`config.mk`:
```
export PLATFORM = sky130hd
export DESIGN_NAME = particle_frame_check_and_statistics_flat
export DESIGN_NICKNAME = d
export VERILOG_FILES = /design/src/hdl/pfcs_pkg.sv /design/src/hdl/pfcs_if.sv /design/src/hdl/particle_frame_check_and_statistics.sv /design/src/hdl/pfcs_frame.sv /design/src/hdl/pfcs_div.sv /design/src/flat_wrapper.sv
export SDC_FILE = /design/constraint.sdc
export NUM_CORES = 1
export LEC_CHECK = 0
export BUFFER_PORTS_ARGS = -buffer_cell sky130_fd_sc_hd__buf_4
export CORE_MARGIN = 1
export CORE_UTILIZATION = 62
export CTS_CLUSTER_DIAMETER = 120
export DETAILED_ROUTE_END_ITERATION = 7
export HOLD_SLACK_MARGIN = 0.02
export PLACE_DENSITY = 0.8
export SLEW_MARGIN = 20
export SYNTH_ARGS = -nofsm -noshare
export SYNTH_HDL_FRONTEND = slang
export SYNTH_SLANG_ARGS = --single-unit
```
`constraint.sdc`:
```
create_clock -name clock -period 4.5 [get_ports clock]
set_clock_uncertainty 0.2 [all_clocks]
set_input_delay 0.45 -clock clock [delete_from_list [all_inputs] [get_ports clock]]
set_output_delay 0.45 -clock clock [all_outputs]
set_load 0.1 [all_outputs]
```
`src/hdl/pfcs_pkg.sv`:
```
// ----------------------------------------------------------------------------
// Particle frame check package
// Shared constants, codes and types for the frame checker and statistics
// store.
// ----------------------------------------------------------------------------
package pfcs_pkg;

   // default frame length and fraction bits of the average
   localparam int FRAME_BYTES_DEF  = 29;
   localparam int AVG_FRAC_DEF     = 4;

   // field widths
   localparam int NUM_CH     = 3;
   localparam int SUM_W      = 24;
   localparam int READING_W  = 16;
   localparam int ID_W       = 16;
   localparam int COUNT_W    = 8;
   localparam int AVG_W      = 20;
   localparam int CH_W       = 2;

   // byte offsets inside a frame
   localparam int SENSOR_ID_POS = 3;
   localparam int CHAN_OFFSET [NUM_CH] = '{10, 12, 14};

   // highest sample count
   localparam logic [COUNT_W-1:0] COUNT_FULL = '1;

   // command codes
   localparam logic CMD_FRAME_BYTE = 1'b0;
   localparam logic CMD_SUMMARY    = 1'b1;

   typedef enum logic {
      KIND_VERDICT = 1'b0,
      KIND_SUMMARY = 1'b1
   } kind_type;

   typedef enum logic [1:0] {
      STATUS_ACCEPTED = 2'd0,
      STATUS_BAD_SUM  = 2'd1,
      STATUS_FULL     = 2'd2
   } frame_status_type;

   typedef enum logic [1:0] {
      ST_IDLE   = 2'd0,
      ST_DIVIDE = 2'd1,
      ST_EMIT   = 2'd2
   } seq_state_type;

   typedef logic [NUM_CH-1:0][READING_W-1:0] reading_array_type;

   // end-of-frame report from the frame parser
   typedef struct packed {
      logic done;
      logic sum_ok;
   } frame_evt_type;

endpackage

```
`src/hdl/pfcs_if.sv`:
```
// ----------------------------------------------------------------------------
// Particle frame check channels
// Valid/ready channels for frame words in and result words out.
// ----------------------------------------------------------------------------
interface pfcs_req_if;
   logic       valid;
   logic       ready;
   logic       command;
   logic [7:0] byte_value;
   logic       first_byte;

   modport source (output valid, command, byte_value, first_byte, input ready);
   modport sink   (input valid, command, byte_value, first_byte, output ready);
endinterface

interface pfcs_rsp_if;
   logic                                valid;
   logic                                ready;
   logic                                kind;
   logic [1:0]                          frame_status;
   logic [pfcs_pkg::CH_W-1:0]           channel;
   logic [pfcs_pkg::AVG_W-1:0]          average_fixed;
   logic [pfcs_pkg::READING_W-1:0]      maximum;
   logic [pfcs_pkg::ID_W-1:0]           sensor_id;
   logic [pfcs_pkg::COUNT_W-1:0]        samples;
   logic                                last;

   modport source (output valid, kind, frame_status, channel, average_fixed, maximum,
                   sensor_id, samples, last, input ready);
   modport sink   (input valid, kind, frame_status, channel, average_fixed, maximum,
                   sensor_id, samples, last, output ready);
endinterface

```
`src/hdl/particle_frame_check_and_statistics.sv`:
```
// ----------------------------------------------------------------------------
// Particle frame check and statistics
// Checks sensor frames by additive checksum, keeps per-channel sums, maxima,
// sensor number and sample count, and emits a three-line summary on demand.
// ----------------------------------------------------------------------------
//  channel   dir  words
//  req_chan  in   command, byte_value, first_byte
//  rsp_chan  out  kind, frame_status, channel, average_fixed, maximum,
//                 sensor_id, samples, last
//
//  The checksum word loads its verdict into the output register, and a new
//  word is taken while that register drains. A summary runs the bit-serial
//  divider once per channel; no word is taken meanwhile. A stalled rsp_chan
//  holds the output register and the summary.
//  Reset is synchronous and clears the store; no clearing pass is needed.
// ----------------------------------------------------------------------------
module particle_frame_check_and_statistics #(
   parameter int FRAME_BYTES           = pfcs_pkg::FRAME_BYTES_DEF,
   parameter int AVERAGE_FRACTION_BITS = pfcs_pkg::AVG_FRAC_DEF
) (
   input  logic        clock,
   input  logic        reset,
   pfcs_req_if.sink    req_chan,
   pfcs_rsp_if.source  rsp_chan
);

   localparam int DIV_W = pfcs_pkg::SUM_W + AVERAGE_FRACTION_BITS;
   localparam int CH_W  = pfcs_pkg::CH_W;
   localparam logic [CH_W-1:0] LAST_CH = CH_W'(pfcs_pkg::NUM_CH - 1);

   // sequencer
   pfcs_pkg::seq_state_type state_ff, state_in;
   logic [CH_W-1:0]         ch_ff, ch_in;

   // statistics store
   logic [pfcs_pkg::SUM_W-1:0]     sum_ff [pfcs_pkg::NUM_CH];
   logic [pfcs_pkg::SUM_W-1:0]     sum_in [pfcs_pkg::NUM_CH];
   logic [pfcs_pkg::READING_W-1:0] max_ff [pfcs_pkg::NUM_CH];
   logic [pfcs_pkg::READING_W-1:0] max_in [pfcs_pkg::NUM_CH];
   logic [pfcs_pkg::ID_W-1:0]      sid_ff, sid_in;
   logic [pfcs_pkg::COUNT_W-1:0]   total_ff, total_in;

   // output register
   logic                              out_valid_ff, out_valid_in;
   pfcs_pkg::kind_type                out_kind_ff, out_kind_in;
   pfcs_pkg::frame_status_type        out_status_ff, out_status_in;
   logic [CH_W-1:0]                   out_ch_ff, out_ch_in;
   logic [pfcs_pkg::AVG_W-1:0]        out_avg_ff, out_avg_in;
   logic [pfcs_pkg::READING_W-1:0]    out_max_ff, out_max_in;
   logic [pfcs_pkg::ID_W-1:0]         out_sid_ff, out_sid_in;
   logic [pfcs_pkg::COUNT_W-1:0]      out_smp_ff, out_smp_in;
   logic                              out_last_ff, out_last_in;

   // control
   logic                              req_acc;
   logic                              out_free;
   logic                              div_start;
   logic [CH_W-1:0]                   div_ch;
   logic                              emit;
   logic                              clear_store;
   logic                              div_done;
   logic [DIV_W-1:0]                  div_dividend;
   logic [DIV_W-1:0]                  quotient;
   logic [pfcs_pkg::AVG_W-1:0]        avg;
   pfcs_pkg::frame_evt_type           frame_evt;
   logic [pfcs_pkg::ID_W-1:0]         cap_id;
   pfcs_pkg::reading_array_type       cap_read;
   pfcs_pkg::frame_status_type        verdict;

   assign out_free = !out_valid_ff || rsp_chan.ready;
   assign req_acc  = req_chan.valid && req_chan.ready;

   pfcs_frame #(
      .FRAME_BYTES (FRAME_BYTES)
   ) u_frame (
      .clock      (clock),
      .reset      (reset),
      .byte_valid (req_acc && (req_chan.command == pfcs_pkg::CMD_FRAME_BYTE)),
      .byte_value (req_chan.byte_value),
      .first_byte (req_chan.first_byte),
      .frame_evt  (frame_evt),
      .sensor_id  (cap_id),
      .readings   (cap_read)
   );

   // shift the selected sum up by the fraction bits
   assign div_dividend = DIV_W'(sum_ff[div_ch]) << AVERAGE_FRACTION_BITS;

   pfcs_div #(
      .DIVIDEND_W (DIV_W)
   ) u_div (
      .clock    (clock),
      .reset    (reset),
      .start    (div_start),
      .dividend (div_dividend),
      .divisor  (total_ff),
      .done     (div_done),
      .quotient (quotient)
   );

   // saturate the quotient, zero when nothing was counted
   always_comb begin
      if (total_ff == '0) begin
         avg = '0;
      end else if (quotient[DIV_W-1:pfcs_pkg::AVG_W] != '0) begin
         avg = '1;
      end else begin
         avg = quotient[pfcs_pkg::AVG_W-1:0];
      end
   end

   // next state
   always_comb begin
      state_in = state_ff;
      unique case (state_ff)
         pfcs_pkg::ST_IDLE: begin
            if (req_acc && (req_chan.command == pfcs_pkg::CMD_SUMMARY)) begin
               state_in = pfcs_pkg::ST_DIVIDE;
            end
         end
         pfcs_pkg::ST_DIVIDE: begin
            if (div_done) begin
               state_in = pfcs_pkg::ST_EMIT;
            end
         end
         pfcs_pkg::ST_EMIT: begin
            if (out_free) begin
               state_in = (ch_ff == LAST_CH) ? pfcs_pkg::ST_IDLE : pfcs_pkg::ST_DIVIDE;
            end
         end
         default: begin
            state_in = pfcs_pkg::ST_IDLE;
         end
      endcase
   end

   // sequencer outputs
   always_comb begin
      req_chan.ready = 1'b0;
      div_start      = 1'b0;
      div_ch         = ch_ff;
      emit           = 1'b0;
      clear_store    = 1'b0;
      unique case (state_ff)
         pfcs_pkg::ST_IDLE: begin
            req_chan.ready = out_free;
            if (req_acc && (req_chan.command == pfcs_pkg::CMD_SUMMARY)) begin
               div_start = 1'b1;
               div_ch    = '0;
            end
         end
         pfcs_pkg::ST_DIVIDE: begin
         end
         pfcs_pkg::ST_EMIT: begin
            if (out_free) begin
               emit = 1'b1;
               if (ch_ff == LAST_CH) begin
                  clear_store = 1'b1;
               end else begin
                  div_start = 1'b1;
                  div_ch    = ch_ff + 1'b1;
               end
            end
         end
         default: begin
         end
      endcase
   end

   assign ch_in = div_start ? div_ch : ch_ff;

   // frame verdict
   always_comb begin
      if (!frame_evt.sum_ok) begin
         verdict = pfcs_pkg::STATUS_BAD_SUM;
      end else if (total_ff == pfcs_pkg::COUNT_FULL) begin
         verdict = pfcs_pkg::STATUS_FULL;
      end else begin
         verdict = pfcs_pkg::STATUS_ACCEPTED;
      end
   end

   // update or clear the store
   always_comb begin
      sid_in   = sid_ff;
      total_in = total_ff;
      for (int i = 0; i < pfcs_pkg::NUM_CH; i++) begin
         sum_in[i] = sum_ff[i];
         max_in[i] = max_ff[i];
      end
      if (clear_store) begin
         sid_in   = '0;
         total_in = '0;
         for (int i = 0; i < pfcs_pkg::NUM_CH; i++) begin
            sum_in[i] = '0;
            max_in[i] = '0;
         end
      end else if (frame_evt.done && (verdict == pfcs_pkg::STATUS_ACCEPTED)) begin
         sid_in   = cap_id;
         total_in = total_ff + 1'b1;
         for (int i = 0; i < pfcs_pkg::NUM_CH; i++) begin
            sum_in[i] = sum_ff[i] + pfcs_pkg::SUM_W'(cap_read[i]);
            if (cap_read[i] > max_ff[i]) begin
               max_in[i] = cap_read[i];
            end
         end
      end
   end

   // load the output register, drop it once taken
   always_comb begin
      out_valid_in  = out_valid_ff && !rsp_chan.ready;
      out_kind_in   = out_kind_ff;
      out_status_in = out_status_ff;
      out_ch_in     = out_ch_ff;
      out_avg_in    = out_avg_ff;
      out_max_in    = out_max_ff;
      out_sid_in    = out_sid_ff;
      out_smp_in    = out_smp_ff;
      out_last_in   = out_last_ff;
      if (frame_evt.done) begin
         out_valid_in  = 1'b1;
         out_kind_in   = pfcs_pkg::KIND_VERDICT;
         out_status_in = verdict;
         out_ch_in     = '0;
         out_avg_in    = '0;
         out_max_in    = '0;
         out_sid_in    = '0;
         out_smp_in    = '0;
         out_last_in   = 1'b1;
      end else if (emit) begin
         out_valid_in  = 1'b1;
         out_kind_in   = pfcs_pkg::KIND_SUMMARY;
         out_status_in = pfcs_pkg::STATUS_ACCEPTED;
         out_ch_in     = ch_ff;
         out_avg_in    = avg;
         out_max_in    = max_ff[ch_ff];
         out_sid_in    = sid_ff;
         out_smp_in    = total_ff;
         out_last_in   = (ch_ff == LAST_CH);
      end
   end

   always_ff @(posedge clock) begin
      if (reset) begin
         state_ff     <= pfcs_pkg::ST_IDLE;
         ch_ff        <= '0;
         out_valid_ff <= 1'b0;
         sid_ff       <= '0;
         total_ff     <= '0;
         for (int i = 0; i < pfcs_pkg::NUM_CH; i++) begin
            sum_ff[i] <= '0;
            max_ff[i] <= '0;
         end
      end else begin
         state_ff     <= state_in;
         ch_ff        <= ch_in;
         out_valid_ff <= out_valid_in;
         sid_ff       <= sid_in;
         total_ff     <= total_in;
         for (int i = 0; i < pfcs_pkg::NUM_CH; i++) begin
            sum_ff[i] <= sum_in[i];
            max_ff[i] <= max_in[i];
         end
      end
      out_kind_ff   <= out_kind_in;
      out_status_ff <= out_status_in;
      out_ch_ff     <= out_ch_in;
      out_avg_ff    <= out_avg_in;
      out_max_ff    <= out_max_in;
      out_sid_ff    <= out_sid_in;
      out_smp_ff    <= out_smp_in;
      out_last_ff   <= out_last_in;
   end

   assign rsp_chan.valid         = out_valid_ff;
   assign rsp_chan.kind          = out_kind_ff;
   assign rsp_chan.frame_status  = out_status_ff;
   assign rsp_chan.channel       = out_ch_ff;
   assign rsp_chan.average_fixed = out_avg_ff;
   assign rsp_chan.maximum       = out_max_ff;
   assign rsp_chan.sensor_id     = out_sid_ff;
   assign rsp_chan.samples       = out_smp_ff;
   assign rsp_chan.last          = out_last_ff;

endmodule

```
`src/hdl/pfcs_frame.sv`:
```
// ----------------------------------------------------------------------------
// Particle frame parser
// Tracks byte position, runs the additive checksum and captures the sensor
// number and the three big-endian readings of the current frame.
// ----------------------------------------------------------------------------
module pfcs_frame #(
   parameter int FRAME_BYTES = pfcs_pkg::FRAME_BYTES_DEF
) (
   input  logic                          clock,
   input  logic                          reset,
   input  logic                          byte_valid,
   input  logic [7:0]                    byte_value,
   input  logic                          first_byte,
   output pfcs_pkg::frame_evt_type       frame_evt,
   output logic [pfcs_pkg::ID_W-1:0]     sensor_id,
   output pfcs_pkg::reading_array_type   readings
);

   localparam int POS_W = $clog2(FRAME_BYTES);
   localparam logic [POS_W-1:0] LAST_POS = POS_W'(FRAME_BYTES - 1);

   logic [POS_W-1:0]              pos_ff, pos_in;
   logic                          open_ff, open_in;
   logic [7:0]                    csum_ff, csum_in;
   logic [7:0]                    high_ff, high_in;
   logic [pfcs_pkg::ID_W-1:0]     id_ff, id_in;
   pfcs_pkg::reading_array_type   read_ff, read_in;

   logic                          active;
   logic                          is_end;
   logic [POS_W-1:0]              cur_pos;
   logic [7:0]                    cur_csum;
   logic [7:0]                    cur_high;

   // restart on a first mark, otherwise continue the open frame
   always_comb begin
      active   = byte_valid && (first_byte || open_ff);
      cur_pos  = first_byte ? '0 : pos_ff;
      cur_csum = first_byte ? '0 : csum_ff;
      cur_high = first_byte ? '0 : high_ff;
      is_end   = active && !first_byte && (pos_ff == LAST_POS);
   end

   // advance position, checksum and captured fields
   always_comb begin
      pos_in   = pos_ff;
      open_in  = open_ff;
      csum_in  = csum_ff;
      high_in  = high_ff;
      id_in    = first_byte && byte_valid ? '0 : id_ff;
      read_in  = first_byte && byte_valid ? '0 : read_ff;
      if (is_end) begin
         pos_in  = '0;
         open_in = 1'b0;
      end else if (active) begin
         open_in = 1'b1;
         pos_in  = cur_pos + 1'b1;
         csum_in = cur_csum + byte_value;
         if (!cur_pos[0]) begin
            high_in = byte_value;
         end
         if (cur_pos == POS_W'(pfcs_pkg::SENSOR_ID_POS)) begin
            id_in = {cur_high, byte_value};
         end
         for (int i = 0; i < pfcs_pkg::NUM_CH; i++) begin
            if (cur_pos == POS_W'(pfcs_pkg::CHAN_OFFSET[i] + 1)) begin
               read_in[i] = {cur_high, byte_value};
            end
         end
      end
   end

   always_ff @(posedge clock) begin
      if (reset) begin
         pos_ff  <= '0;
         open_ff <= 1'b0;
      end else begin
         pos_ff  <= pos_in;
         open_ff <= open_in;
      end
      csum_ff <= csum_in;
      high_ff <= high_in;
      id_ff   <= id_in;
      read_ff <= read_in;
   end

   // report the checksum byte
   assign frame_evt.done   = is_end;
   assign frame_evt.sum_ok = (csum_ff == byte_value);
   assign sensor_id        = id_ff;
   assign readings         = read_ff;

endmodule

```
`src/hdl/pfcs_div.sv`:
```
// ----------------------------------------------------------------------------
// Particle average divider
// Restoring divider by an 8-bit count, one quotient bit per cycle through a
// shift register.
// ----------------------------------------------------------------------------
module pfcs_div #(
   parameter int DIVIDEND_W = pfcs_pkg::SUM_W + pfcs_pkg::AVG_FRAC_DEF
) (
   input  logic                             clock,
   input  logic                             reset,
   input  logic                             start,
   input  logic [DIVIDEND_W-1:0]            dividend,
   input  logic [pfcs_pkg::COUNT_W-1:0]     divisor,
   output logic                             done,
   output logic [DIVIDEND_W-1:0]            quotient
);

   localparam int CNT_W = $clog2(DIVIDEND_W + 1);
   localparam int REM_W = pfcs_pkg::COUNT_W;

   logic                  busy_ff, busy_in;
   logic [CNT_W-1:0]      cnt_ff, cnt_in;
   logic [DIVIDEND_W-1:0] shift_ff, shift_in;
   logic [REM_W-1:0]      rem_ff, rem_in;
   logic [REM_W-1:0]      dvs_ff, dvs_in;
   logic                  done_ff, done_in;

   logic [REM_W:0]        trial;
   logic [REM_W:0]        diff;
   logic                  ge;

   // one trial subtract per cycle
   always_comb begin
      trial = {rem_ff, shift_ff[DIVIDEND_W-1]};
      diff  = trial - {1'b0, dvs_ff};
      ge    = (trial >= {1'b0, dvs_ff});
   end

   // load on start, shift while busy
   always_comb begin
      busy_in  = busy_ff;
      cnt_in   = cnt_ff;
      shift_in = shift_ff;
      rem_in   = rem_ff;
      dvs_in   = dvs_ff;
      done_in  = 1'b0;
      if (start) begin
         busy_in  = 1'b1;
         cnt_in   = CNT_W'(DIVIDEND_W);
         shift_in = dividend;
         rem_in   = '0;
         dvs_in   = divisor;
      end else if (busy_ff) begin
         shift_in = {shift_ff[DIVIDEND_W-2:0], ge};
         rem_in   = ge ? diff[REM_W-1:0] : trial[REM_W-1:0];
         cnt_in   = cnt_ff - 1'b1;
         if (cnt_ff == CNT_W'(1)) begin
            busy_in = 1'b0;
            done_in = 1'b1;
         end
      end
   end

   always_ff @(posedge clock) begin
      if (reset) begin
         busy_ff <= 1'b0;
         done_ff <= 1'b0;
      end else begin
         busy_ff <= busy_in;
         done_ff <= done_in;
      end
      cnt_ff   <= cnt_in;
      shift_ff <= shift_in;
      rem_ff   <= rem_in;
      dvs_ff   <= dvs_in;
   end

   assign done     = done_ff;
   assign quotient = shift_ff;

endmodule

```
`src/flat_wrapper.sv`:
```
// flat-port wrapper written by rule: the top's interface ports become plain ports
module particle_frame_check_and_statistics_flat 
#(
   parameter int FRAME_BYTES           = pfcs_pkg::FRAME_BYTES_DEF,
   parameter int AVERAGE_FRACTION_BITS = pfcs_pkg::AVG_FRAC_DEF
)
  (clock, reset, req_chan_valid, req_chan_command, req_chan_byte_value, req_chan_first_byte, req_chan_ready, rsp_chan_valid, rsp_chan_kind, rsp_chan_frame_status, rsp_chan_channel, rsp_chan_average_fixed, rsp_chan_maximum, rsp_chan_sensor_id, rsp_chan_samples, rsp_chan_last, rsp_chan_ready);
  pfcs_req_if req_chan_i ();
  pfcs_rsp_if rsp_chan_i ();
  input  logic clock;
  input  logic reset;
  input wire logic [$bits(req_chan_i.valid)-1:0] req_chan_valid;
  input wire logic [$bits(req_chan_i.command)-1:0] req_chan_command;
  input wire logic [$bits(req_chan_i.byte_value)-1:0] req_chan_byte_value;
  input wire logic [$bits(req_chan_i.first_byte)-1:0] req_chan_first_byte;
  output wire logic [$bits(req_chan_i.ready)-1:0] req_chan_ready;
  output wire logic [$bits(rsp_chan_i.valid)-1:0] rsp_chan_valid;
  output wire logic [$bits(rsp_chan_i.kind)-1:0] rsp_chan_kind;
  output wire logic [$bits(rsp_chan_i.frame_status)-1:0] rsp_chan_frame_status;
  output wire logic [$bits(rsp_chan_i.channel)-1:0] rsp_chan_channel;
  output wire logic [$bits(rsp_chan_i.average_fixed)-1:0] rsp_chan_average_fixed;
  output wire logic [$bits(rsp_chan_i.maximum)-1:0] rsp_chan_maximum;
  output wire logic [$bits(rsp_chan_i.sensor_id)-1:0] rsp_chan_sensor_id;
  output wire logic [$bits(rsp_chan_i.samples)-1:0] rsp_chan_samples;
  output wire logic [$bits(rsp_chan_i.last)-1:0] rsp_chan_last;
  input wire logic [$bits(rsp_chan_i.ready)-1:0] rsp_chan_ready;
  assign req_chan_i.valid = req_chan_valid;
  assign req_chan_i.command = req_chan_command;
  assign req_chan_i.byte_value = req_chan_byte_value;
  assign req_chan_i.first_byte = req_chan_first_byte;
  assign req_chan_ready = req_chan_i.ready;
  assign rsp_chan_valid = rsp_chan_i.valid;
  assign rsp_chan_kind = rsp_chan_i.kind;
  assign rsp_chan_frame_status = rsp_chan_i.frame_status;
  assign rsp_chan_channel = rsp_chan_i.channel;
  assign rsp_chan_average_fixed = rsp_chan_i.average_fixed;
  assign rsp_chan_maximum = rsp_chan_i.maximum;
  assign rsp_chan_sensor_id = rsp_chan_i.sensor_id;
  assign rsp_chan_samples = rsp_chan_i.samples;
  assign rsp_chan_last = rsp_chan_i.last;
  assign rsp_chan_i.ready = rsp_chan_ready;
  particle_frame_check_and_statistics #(.FRAME_BYTES(FRAME_BYTES), .AVERAGE_FRACTION_BITS(AVERAGE_FRACTION_BITS)) u_core (.clock(clock), .reset(reset), .req_chan(req_chan_i), .rsp_chan(rsp_chan_i));
endmodule
```
==> out/metrics.yaml, run 1 <==
seq_power_share_pct: 46.9
synthFlopType: "dfxtp_1"
critPathKind: "input port to flop"
grt_pass1_vias: 13900
fin_crit_ns: 3.71
finalCritPeriodShare_pct: 82.4
synth_edf_count: 50
status: "finished clean"
setup_slack_ns: 0.794
crit_fanout: 33
via_count: 15100
comb_power_share_pct: 7.2
worst_slew_pin_slew_ns: 1.17
synth.most_common_cell: "dfxtp_1"
gr-total-overflow: 0
crit_chain: "dlygate4sd3_1, buf_4, xnor2_1, nand4_1, nor2_1, nand3_2, a21oi_1, o21ai_4, mux2i_1, nor2_1"
ant_nets: 0
power_density_nw_per_um2: 356
synth_top_area_share_pct: 34.3
antenna_found_initial: 0
die_h_um: 171
swShare_pct: 22.8
cts_root_buf: "clkbuf_16"
clk_path_buf_depth: 3
wl_per_cell_um: 18.9
avgSynthCellArea_um2: 8.70
cts.clk_slew.worst_paths_ns: 0.06
synth_cell_types: 77
clock-sinks: 352
drt-vias-per-instance: 6.09
synth_top_area_cell: "dfxtp_1"
fin_tns_setup_ns: 0
maxCapViolCount: 0
drive_gt1_share_pct: 8.85
power_mw: 7.09
die-area_um2: 29100
max_clock_freq_mhz: 270
crit_path_top_delay_cell: "nand3_2"
placementRows: 61
yosysSeqAreaShare_pct: 42.8
initial_core_util_pct: 63.3
leakagePower_nw: 8.44
cpMostUsedCell: "nor2_1"
layout-area-overhead-vs-synth_pct: 13.0
fin_nets: 2214
drt-pass1-iter-count: 5
setup_violations: 0
multi_input_area_um2: 9390
io_pins: 82
core_um2: 27900
numCtsBuffers: 37
first_iter_violations: 1458
grt_max_degree: 72
cts_tree: "yes"
port_buffers: 81
diodes: 0
synthCells: 2028
nFillCells: 2107
pre_cts_ws_ns: 0.726
synthTopCellsByCount: "dfxtp_1, nand2_1, nor2_1, a21oi_1, o21ai_0"
internal_power_mw: 5.47
cp_data_required_time_ns: 4.69
slew_headroom_pct: 21.7
syn_area_um2: 17600
p_sw_mw: 1.62
rsz0062_at_grt: "no"
routed_wl_mm: 46.9
clkLatencyLatePin_ns: 0.53
ys_ff_latch: 352
regArea_um2: 7550
synth_nets: 2167
critPathCaptureType: "flop"
dp_hpwl_mm: 32.5
finalHoldViolations: 0
die_width_um: 171
cpPeakStageDelay_ns: 0.71
grt_pass1_wl_mm: 74.1
drc_errors: 0
htreeDepth: 2
synth_warnings: 0
grt_usage_pct: 32.3
ys_top_cells_by_area: "dfxtp_1, edfxtp_1, ha_1, nand2_1, mux2i_1"
peakVddDrop_v: 0.000278
slew_violations: 0
async_flop_share_pct: 0
worst_ep_arrival_time_ns: 3.89
startpoint_type: "input port"
postCtsSetupRepairBufs: 0
p_clk_share_pct: 46.0
finalWeightedCongestion: 0.948
hp-class: "input port to flop"
logic make-up (layout without fill, tap and decap cells):
logic type,after synthesis,count (layout),share of synthesized area (%)
flops,352,352,42.8
xor+xnor,70,70,3.47
mux,102,102,5.79
fa+ha+maj,125,125,9.08
simple gates,710,710,18.4
buf+inv,193,266,4.25
compound gates,476,476,16.3
state kept, by name, indices dropped and copies added (netlist names), 5 cells and up:
name	flops
u_core.u_frame.readings	48
u_core.sid_ff	16
u_core.u_div.quotient	28
u_core.u_frame.pos_ff	5
u_core.u_div.dvs_ff	8
u_core.u_div.cnt_ff	5
u_core.rsp_chan.sensor_id	16
u_core.u_frame.sensor_id	16
u_core.rsp_chan.maximum	16
u_core.total_ff	8
u_core.u_frame.high_ff	8
u_core.rsp_chan.average_fixed	20
u_core.sum_ff	72
u_core.max_ff	48
u_core.u_frame.csum_ff	8
u_core.u_div.rem_ff	8
u_core.rsp_chan.samples	8
layout by cell type (no fill, tap or decap), drive strengths merged, types with 38 or more instances in the layout:
cell type | synthesis | final
clkbuf | 83 | 60
nand3 | 110 | 110
dfxtp | 302 | 302
o21ai | 162 | 162
xnor2 | 51 | 51
nor2 | 169 | 169
a21o | 38 | 38
buf | 21 | 104
edfxtp | 50 | 50
inv | 88 | 88
a21oi | 157 | 157
mux2i | 102 | 102
nand2 | 279 | 279
ha | 120 | 120
worst paths after layout:
| path | to | cells past startpoint | slack, ns | startpoint |
|---|---|---|---|---|
| setup / recovery | u_core.max_ff[2][4] | 10 | 0.79 | req_chan_byte_value[4] |
| hold / removal | u_core.u_frame.pos_ff[3] | 2 | 0.06 | reset |
| setup reg to reg | u_core.rsp_chan.frame_status[1] | 5 | 0.96 | u_core.rsp_chan.valid |
| hold reg to reg | u_core.sid_ff[0] | 2 | 0.24 | u_core.u_frame.sensor_id[0] |
routing by layer:
layer / GRT usage (%) / vias to the layer above / part of all wire (%)
met5: 0 / - / 0
met4: 10.4 / 0 / 2.8
met3: 4.58 / 85 / 7.8
met2: 52.1 / 603 / 46
met1: 44.5 / 7197 / 44
li1: - / 7209 / -
metrics by stage:
step | utilization [%] | hold slack, ns | instances | cell area [µm²]
detailed placement | 66.5 | 0.242 | 2406 | 18500
floorplan | - | 0.231 | 2028 | 17600
global placement | 66.5 | 0.237 | 2406 | 18500
CTS | 71.5 | 0.0347 | 2479 | 19900
global route | 71.6 | 0.0640 | 2479 | 19900
finish | 71.6 | 0.0572 | 2479 | 19900
critical path: cells and delay by family:
family / cells / cell delay [ns]
AOI/OAI and AO/OA: 2 / 0.98
xor gates and xnor gates: 1 / 0.15
buffers and inverters: 2 / 0.71
muxes: 1 / 0.24
and+or+nand+nor: 4 / 1.33
cell type report:
class | instances | area share, %
multi-input cells | 1483 | 47.1
flip-flops and latches | 352 | 37.8
clock buffers | 60 | 6.22
repair buffers | 112 | 4.38
well taps | 378 | 2.37
inverters | 89 | 1.68
clock inverters | 5 | 0.433
timing repair:
action,CTS,global route
gates resized for setup,0,0
endpoints found under the setup margin,0,0
hold endpoints to repair,18,0
hold buffers,8,0
power by group through the flow:
| stage | clock network [mW] | registers [mW] | logic [mW] |
|---|---|---|---|
| floorplan | 0 | 3.38 | 0.371 |
| global placement | 0 | 3.39 | 0.479 |
| detailed placement | 0 | 3.39 | 0.494 |
| CTS | 3.27 | 3.32 | 0.504 |
| global route | 3.41 | 3.33 | 0.554 |
| finish | 3.26 | 3.32 | 0.508 |
Power figures use the tool's default switching activity.
==> run 2: changes to the inputs <==
==> constraint.sdc (replaced) <==
create_clock -name clock -period 3.9 [get_ports clock]
set_clock_uncertainty 0.2 [all_clocks]
set_input_delay 0.39 -clock clock [delete_from_list [all_inputs] [get_ports clock]]
set_output_delay 0.39 -clock clock [all_outputs]
set_load 0.1 [all_outputs]
==> run 2 against run 1 <==
  * Sequential share of layout area barely moved
  * First-iteration DRC count decreased by 4.5%
  * Critical path type is now flop to flop
  * Global-route usage decreased by 0.43 points
  * Routed wire length down 1.3%
  * Final area is essentially flat
  * Utilization about the same
  * Register-to-register slack worse by 0.30 ns
  * Critical path depth rose by 1
  * Final cell count increased by 0.69%
  * Via count decreased by 0.32%
  * Die area is the same
  * Sequential power increased by 16%
==> out/metrics.yaml, run 2 (synthesis results as in run 1) <==
ant_nets: 0  # unchanged
slew_headroom_pct: 25.6  # +4.0 points
power_mw: 7.96  # +12%
regArea_um2: 7550  # unchanged
port_buffers: 81  # unchanged
reg2reg_from: "u_core.u_frame.readings[32]"
routed_wl_mm: 46.2  # -1.3%
power_density_nw_per_um2: 399  # +12%
diodes: 0  # unchanged
fin_crit_ns: 3.24
dp_hpwl_mm: 33.0  # +1.7%
gr-total-overflow: 0  # unchanged
finalWeightedCongestion: 0.939  # -1.0%
largest_reg_flops: 72  # unchanged
cp.depth: 11  # +1
grt_max_degree: 63  # -13%
crit_path_start: "u_core.u_frame.readings[32]"
crit_path_top_delay_cell: "o41ai_1"
reg2reg_depth: 11  # +6
die-area_um2: 29100  # unchanged
drt-pass1-iter-count: 5  # unchanged
grt_pass1_vias: 13800  # -0.75%
clock-sinks: 352  # unchanged
largest-register: "u_core.sum_ff"
whs_path_depth: 4  # +2
critPathKind: "flop to flop"
setup_slack_ns: 0.657  # -0.137 ns
core_um2: 27900  # unchanged
fin_nets: 2230  # +0.72%
htreeDepth: 2  # unchanged
crit_fanout: 4  # -88%
cts_root_buf: "clkbuf_16"
final_common_cell: "dfxtp_1"
grt_pass1_wl_mm: 72.9  # -1.7%
max_clock_freq_mhz: 308
fin_area_um2: 19900  # about the same
cts-resized-gates: 0  # unchanged
cpPeakStageDelay_ns: 0.67  # -0.04 ns
cts_tree: "yes"
layout-area-overhead-vs-synth_pct: 13.0  # about the same
placementRows: 61  # unchanged
worst_slew_pin_slew_ns: 1.12  # -0.0566 ns
worst-path-buf-inv: 1  # -1
first_iter_violations: 1392  # -4.5%
cp_data_required_time_ns: 4.11  # -0.58 ns
fin_tns_setup_ns: 0  # unchanged
status: "finished clean"
clkLatencyLatePin_ns: 0.52  # about the same
startpoint_type: "flop"
grt_usage_pct: 31.9  # -0.43 points
die_width_um: 171  # unchanged
hp-class: "input port to flop"
hp-start: "rsp_chan_ready"
io_pins: 82  # unchanged
cts.clk_slew.worst_paths_ns: 0.06  # about the same
maxCapViolCount: 0  # unchanged
crit_chain: "ha_1, inv_1, fa_1, nor2b_1, o311ai_1, a41oi_1, o41ai_1, o21ai_0, nor3b_1, xnor2_1, nor2_1"
nFillCells: 2067  # -1.9%
pre_cts_ws_ns: 0.505  # -0.221 ns
drc_errors: 0  # unchanged
clk_path_buf_depth: 3  # unchanged
crit_family: "compound AO/OA/AOI/OAI gates"
slew_violations: 0  # unchanged
setup_violations: 0  # unchanged
worst_ep_arrival_time_ns: 3.45  # -0.44 ns
die_h_um: 171  # unchanged
finalHoldViolations: 0  # unchanged
peakVddDrop_v: 0.000297  # +6.8%
drt-vias-per-instance: 6.03  # -1.0%
rsz0062_at_grt: "no"
multi_input_area_um2: 9370  # -0.17%
leakagePower_nw: 8.45  # +0.11%
final_cell_mix: "dfxtp_1, nand2_1, nor2_1, a21oi_1, o21ai_0"
place_area_um2: 18600  # +0.46%
finalCritPeriodShare_pct: 83.2
critPathCaptureType: "flop"
numCtsBuffers: 38  # +2.7%
via_count: 15000  # -0.32%
initial_core_util_pct: 63.3  # unchanged
wl_per_cell_um: 18.5  # -2.0%
antenna_found_initial: 0  # unchanged
drive_gt1_share_pct: 9.11  # +0.26 points
==> run 2: routing by layer <==
| metal | up-vias | GRT usage (%) | part of all wire [%] |
|---|---|---|---|
| li1 | 7240 | - | - |
| met1 | 7131 | 43.1 | 44 |
| met2 | 567 | 51.7 | 46 |
| met3 | 108 | 4.63 | 6.9 |
| met4 | 0 | 11.8 | 3.5 |
| met5 | - | 0 | 0 |
==> run 2: worst register-to-register path: stages (launching register included) <==
cell and delay, ns:
dfxtp_1 0.33, ha_1 0.25, inv_1 0.09, fa_1 0.21, nor2b_1 0.08, o311ai_1 0.39, a41oi_1 0.25, o41ai_1 0.67
o21ai_0 0.26, nor3b_1 0.20, xnor2_1 0.14, nor2_1 0.06
==> run 2: path summary, 6_finish.rpt <==
| path | end | slack [ns] |
|---|---|---|
| setup / recovery | u_core.sum_ff[2][18] | 0.66 |
| hold / removal | u_core.rsp_chan.valid | 0.14 |
| setup reg to reg | u_core.sum_ff[2][18] | 0.66 |
| hold reg to reg | u_core.rsp_chan.kind | 0.24 |
==> run 2: through the flow <==
stage / util (%) / instances / hold slack, ns
2_1_floorplan: - / 2028 / 0.231
3_3_place_gp: 66.8 / 2419 / 0.233
3_5_place_dp: 66.8 / 2419 / 0.237
4_1_cts: 71.5 / 2496 / 0.131
5_1_grt: 71.5 / 2496 / 0.208
6_report: 71.5 / 2496 / 0.141
==> run 2: power breakdown <==
| part | internal, mW | leakage (nW) | switching, mW |
|---|---|---|---|
| combinational | 0.238 | 4.93 | 0.351 |
| sequential | 3.77 | 2.92 | 0.0664 |
| clock | 2.11 | 0.596 | 1.43 |
| total | 6.11 | 8.45 | 1.84 |
==> run 2: layout make-up <==
class                           count  share of cell area (%)
Tap cell                          378                    2.37
Multi-Input combinational cell   1483                    47.0
Inverter                           89                    1.68
Timing Repair Buffer              127                    4.91
Sequential cell                   352                    37.9
Clock inverter                      3                   0.276
Clock buffer                       64                    5.87
==> run 2: timing repair <==
| action | in CTS | in global routing |
|---|---|---|
| buffers inserted | 0 | 0 |
| hold buffers | 10 | 0 |
| hold endpoints to repair | 48 | 0 |
==> run 3: changes to the inputs <==
--- a/config.mk
+++ b/config.mk
@@ -5,13 +5,14 @@
 export SDC_FILE = /design/constraint.sdc
 export NUM_CORES = 1
 export LEC_CHECK = 0
+export ABC_AREA = 1
 export BUFFER_PORTS_ARGS = -buffer_cell sky130_fd_sc_hd__buf_4
 export CORE_MARGIN = 1
-export CORE_UTILIZATION = 62
+export CORE_UTILIZATION = 63
 export CTS_CLUSTER_DIAMETER = 120
 export DETAILED_ROUTE_END_ITERATION = 7
 export HOLD_SLACK_MARGIN = 0.02
-export PLACE_DENSITY = 0.8
+export PLACE_DENSITY = 0.81
 export SLEW_MARGIN = 20
 export SYNTH_ARGS = -nofsm -noshare
 export SYNTH_HDL_FRONTEND = slang
==> constraint.sdc (replaced) <==
create_clock -name clock -period 3.1 [get_ports clock]
set_clock_uncertainty 0.2 [all_clocks]
set_input_delay 0.31 -clock clock [delete_from_list [all_inputs] [get_ports clock]]
set_output_delay 0.31 -clock clock [all_outputs]
set_load 0.1 [all_outputs]
==> run 3 against run 2 <==
  * Global-route usage increased by 2.7 points
  * Worst setup slack got worse by 0.29 ns
  * Sequential power increased by 27%
  * Utilization increased by 0.40 points
  * Non-clock buffer count increased by 1
  * Final cell count increased by 32%
  * Sequential share of layout area decreased by 3.7 points
  * Die area increased by 9.9%
  * Hold slack got worse by 0.081 ns
  * Register-to-register slack got worse by 0.26 ns
  * Routed wire length increased by 19%
  * Clock-buffer cell count decreased by 15
  * Largest cell class unchanged
  * Largest power group is now the clock network
==> out/metrics.yaml, run 3 <==
status: "finished clean"
avgSynthCellArea_um2: 7.02  # -19%
postCtsSetupRepairBufs: 0  # unchanged
synth_edf_count: 50  # unchanged
core_um2: 30700  # +10%
die-area_um2: 32000  # +9.9%
grt_pass1_vias: 17100  # +24%
max_clock_freq_mhz: 365
syn_area_um2: 19700  # +12%
grt_usage_pct: 34.6  # +2.7 points
crit_path_top_delay_cell: "dlygate4sd3_1"
worst_slew_pin_slew_ns: 1.05  # -0.0612 ns
crit_fanout: 23  # +19
finalHoldViolations: 0  # unchanged
cts_root_buf: "clkbuf_16"
dp_hpwl_mm: 41.0  # +24%
port_buffers: 81  # unchanged
ys_ff_latch: 352  # unchanged
postCtsHoldBufs: 10  # unchanged
layout-area-overhead-vs-synth_pct: 11.9
gr-total-overflow: 0  # unchanged
slew_violations: 0  # unchanged
drt-pass1-iter-count: 6  # +1
cp_data_required_time_ns: 3.32  # -0.79 ns
largest_reg_flops: 72  # unchanged
clkLatencyLatePin_ns: 0.54  # +0.02 ns
fin_tns_setup_ns: 0  # unchanged
synthCells: 2810  # +39%
numCtsBuffers: 39  # +2.6%
routed_wl_mm: 55.1  # +19%
placementRows: 64  # +4.9%
synth_top_area_cell: "dfxtp_1"
synth_warnings: 0  # unchanged
first_iter_violations: 1742  # +25%
synth_cell_types: 46  # -40%
worst_ep_arrival_time_ns: 2.96  # -0.49 ns
hold_ws_ns: 0.0602  # -0.0809 ns
maxCapViolCount: 0  # unchanged
antenna_found_initial: 0  # unchanged
synthTopCellsByCount: "nand2_1, inv_1, dfxtp_1, nor2_1, a21oi_1"
cts_tree: "yes"
async_flop_share_pct: 0  # unchanged
power_density_nw_per_um2: 497  # +25%
utilization_pct: 71.9  # +0.40 points
io_pins: 82  # unchanged
drc_errors: 0  # unchanged
clock-sinks: 352  # unchanged
hp-class: "input port to flop"
synth_nets: 2949  # +36%
critPathKind: "input port to flop"
initial_core_util_pct: 64.3  # +0.96 points
diodes: 0  # unchanged
via_count: 18500  # +23%
finalWeightedCongestion: 0.948  # +1.0%
synthFlopType: "dfxtp_1"
grt_pass1_wl_mm: 86.8  # +19%
drt-vias-per-instance: 5.61  # -7.0%
rsz0062_at_grt: "no"
final_cell_mix: "nand2_1, inv_1, dfxtp_1, nor2_1, a21oi_1"
fin_crit_ns: 2.74
cts.clk_slew.worst_paths_ns: 0.06  # about the same
synth_top_area_share_pct: 30.7  # -3.6 points
peakVddDrop_v: 0.000395  # +33%
cpMostUsedCell: "nand2_1"
die_width_um: 179  # +4.8%
clk_path_buf_depth: 3  # unchanged
finalCritPeriodShare_pct: 88.3
ys_top_cells_by_area: "dfxtp_1, nand2_1, inv_1, edfxtp_1, ha_1"
leakagePower_nw: 10.4  # +23%
critPathCaptureType: "flop"
htreeDepth: 2  # unchanged
synth.most_common_cell: "nand2_1"
setup_violations: 0  # unchanged
yosysSeqAreaShare_pct: 38.3  # -4.5 points
wl_per_cell_um: 16.7  # -9.8%
slew_headroom_pct: 29.6  # +4.0 points
startpoint_type: "input port"
cpPeakStageDelay_ns: 0.54  # -0.13 ns
die_h_um: 179  # +4.8%
cts-resized-gates: 0  # unchanged
final_common_cell: "nand2_1"
largest-register: "u_core.sum_ff"
crit_chain: "dlygate4sd3_1, buf_4, xnor2_1, nand2_1, nor2_1, nand2_1, nor2_8, inv_1, o21ai_0, a21oi_1"
drive_gt1_share_pct: 7.69  # -1.4 points
ant_nets: 0  # unchanged
fin_nets: 3014  # +35%
grt_max_degree: 76  # +21%
run 3: cells by family (layout without fill, tap and decap cells):
kind of cell    Yosys count  after routing  share of synthesized area [%]
simple gates           1302           1302                           28.2
buf+inv                 528            619                           10.8
compound gates          451            451                           12.2
flops                   352            352                           38.3
fa+ha+maj               125            125                           8.12
xor+xnor                 52             52                           2.31
run 3: critical path: cells and delay by family:
| kind | cells | cell delay, ns |
|---|---|---|
| compound gates | 2 | 0.39 |
| xor+xnor | 1 | 0.20 |
| buf+inv | 3 | 1.12 |
| simple gates | 4 | 0.92 |
run 3: through the flow:
stage                     cell area (µm²)  power [mW]  std cells  setup WS, ns
after floorplan                     19700        5.81       2810         0.263
after global placement              20600        6.05       3220         0.541
after detailed placement            20600        6.08       3220         0.461
after CTS                           22100        11.0       3297         0.448
after global routing                22100        11.3       3297         0.185
final                               22100        11.0       3297         0.362
run 3: final timing paths:
kind	start	to	slack, ns	cells after the start
setup / recovery	req_chan_byte_value[1]	u_core.sum_ff[0][3]	0.36	10
hold / removal	req_chan_first_byte	u_core.u_frame.csum_ff[0]	0.06	3
setup reg to reg	u_core.u_frame.csum_ff[7]	u_core.sum_ff[0][3]	0.40	8
hold reg to reg	u_core.rsp_chan.average_fixed[7]	u_core.rsp_chan.average_fixed[7]	0.25	2
run 3: power by group:
group	internal, mW	switching [mW]	total [mW]
sequential	4.78	0.0813	4.86
combinational	0.311	0.836	1.15
clock	3.06	1.91	4.97
total	8.15	2.82	11.0
run 3: layer usage:
| layer | share of wire [%] | GRT usage (%) | up-vias |
|---|---|---|---|
| li1 | - | - | 9182 |
| met4 | 4.7 | 16.5 | 0 |
| met3 | 6.9 | 3.92 | 151 |
| met2 | 45 | 56.4 | 719 |
| met5 | 0 | 0 | - |
| met1 | 43 | 45.6 | 8437 |
run 3: area by class of cell:
class	instances	area [µm²]
flip-flops and latches	352	7550
clock buffers	49	1040
repair buffers	128	1020
fillers	2518	8600
multi-input cells	1930	10100
clock inverters	18	307
well taps	396	495
inverters	424	1600
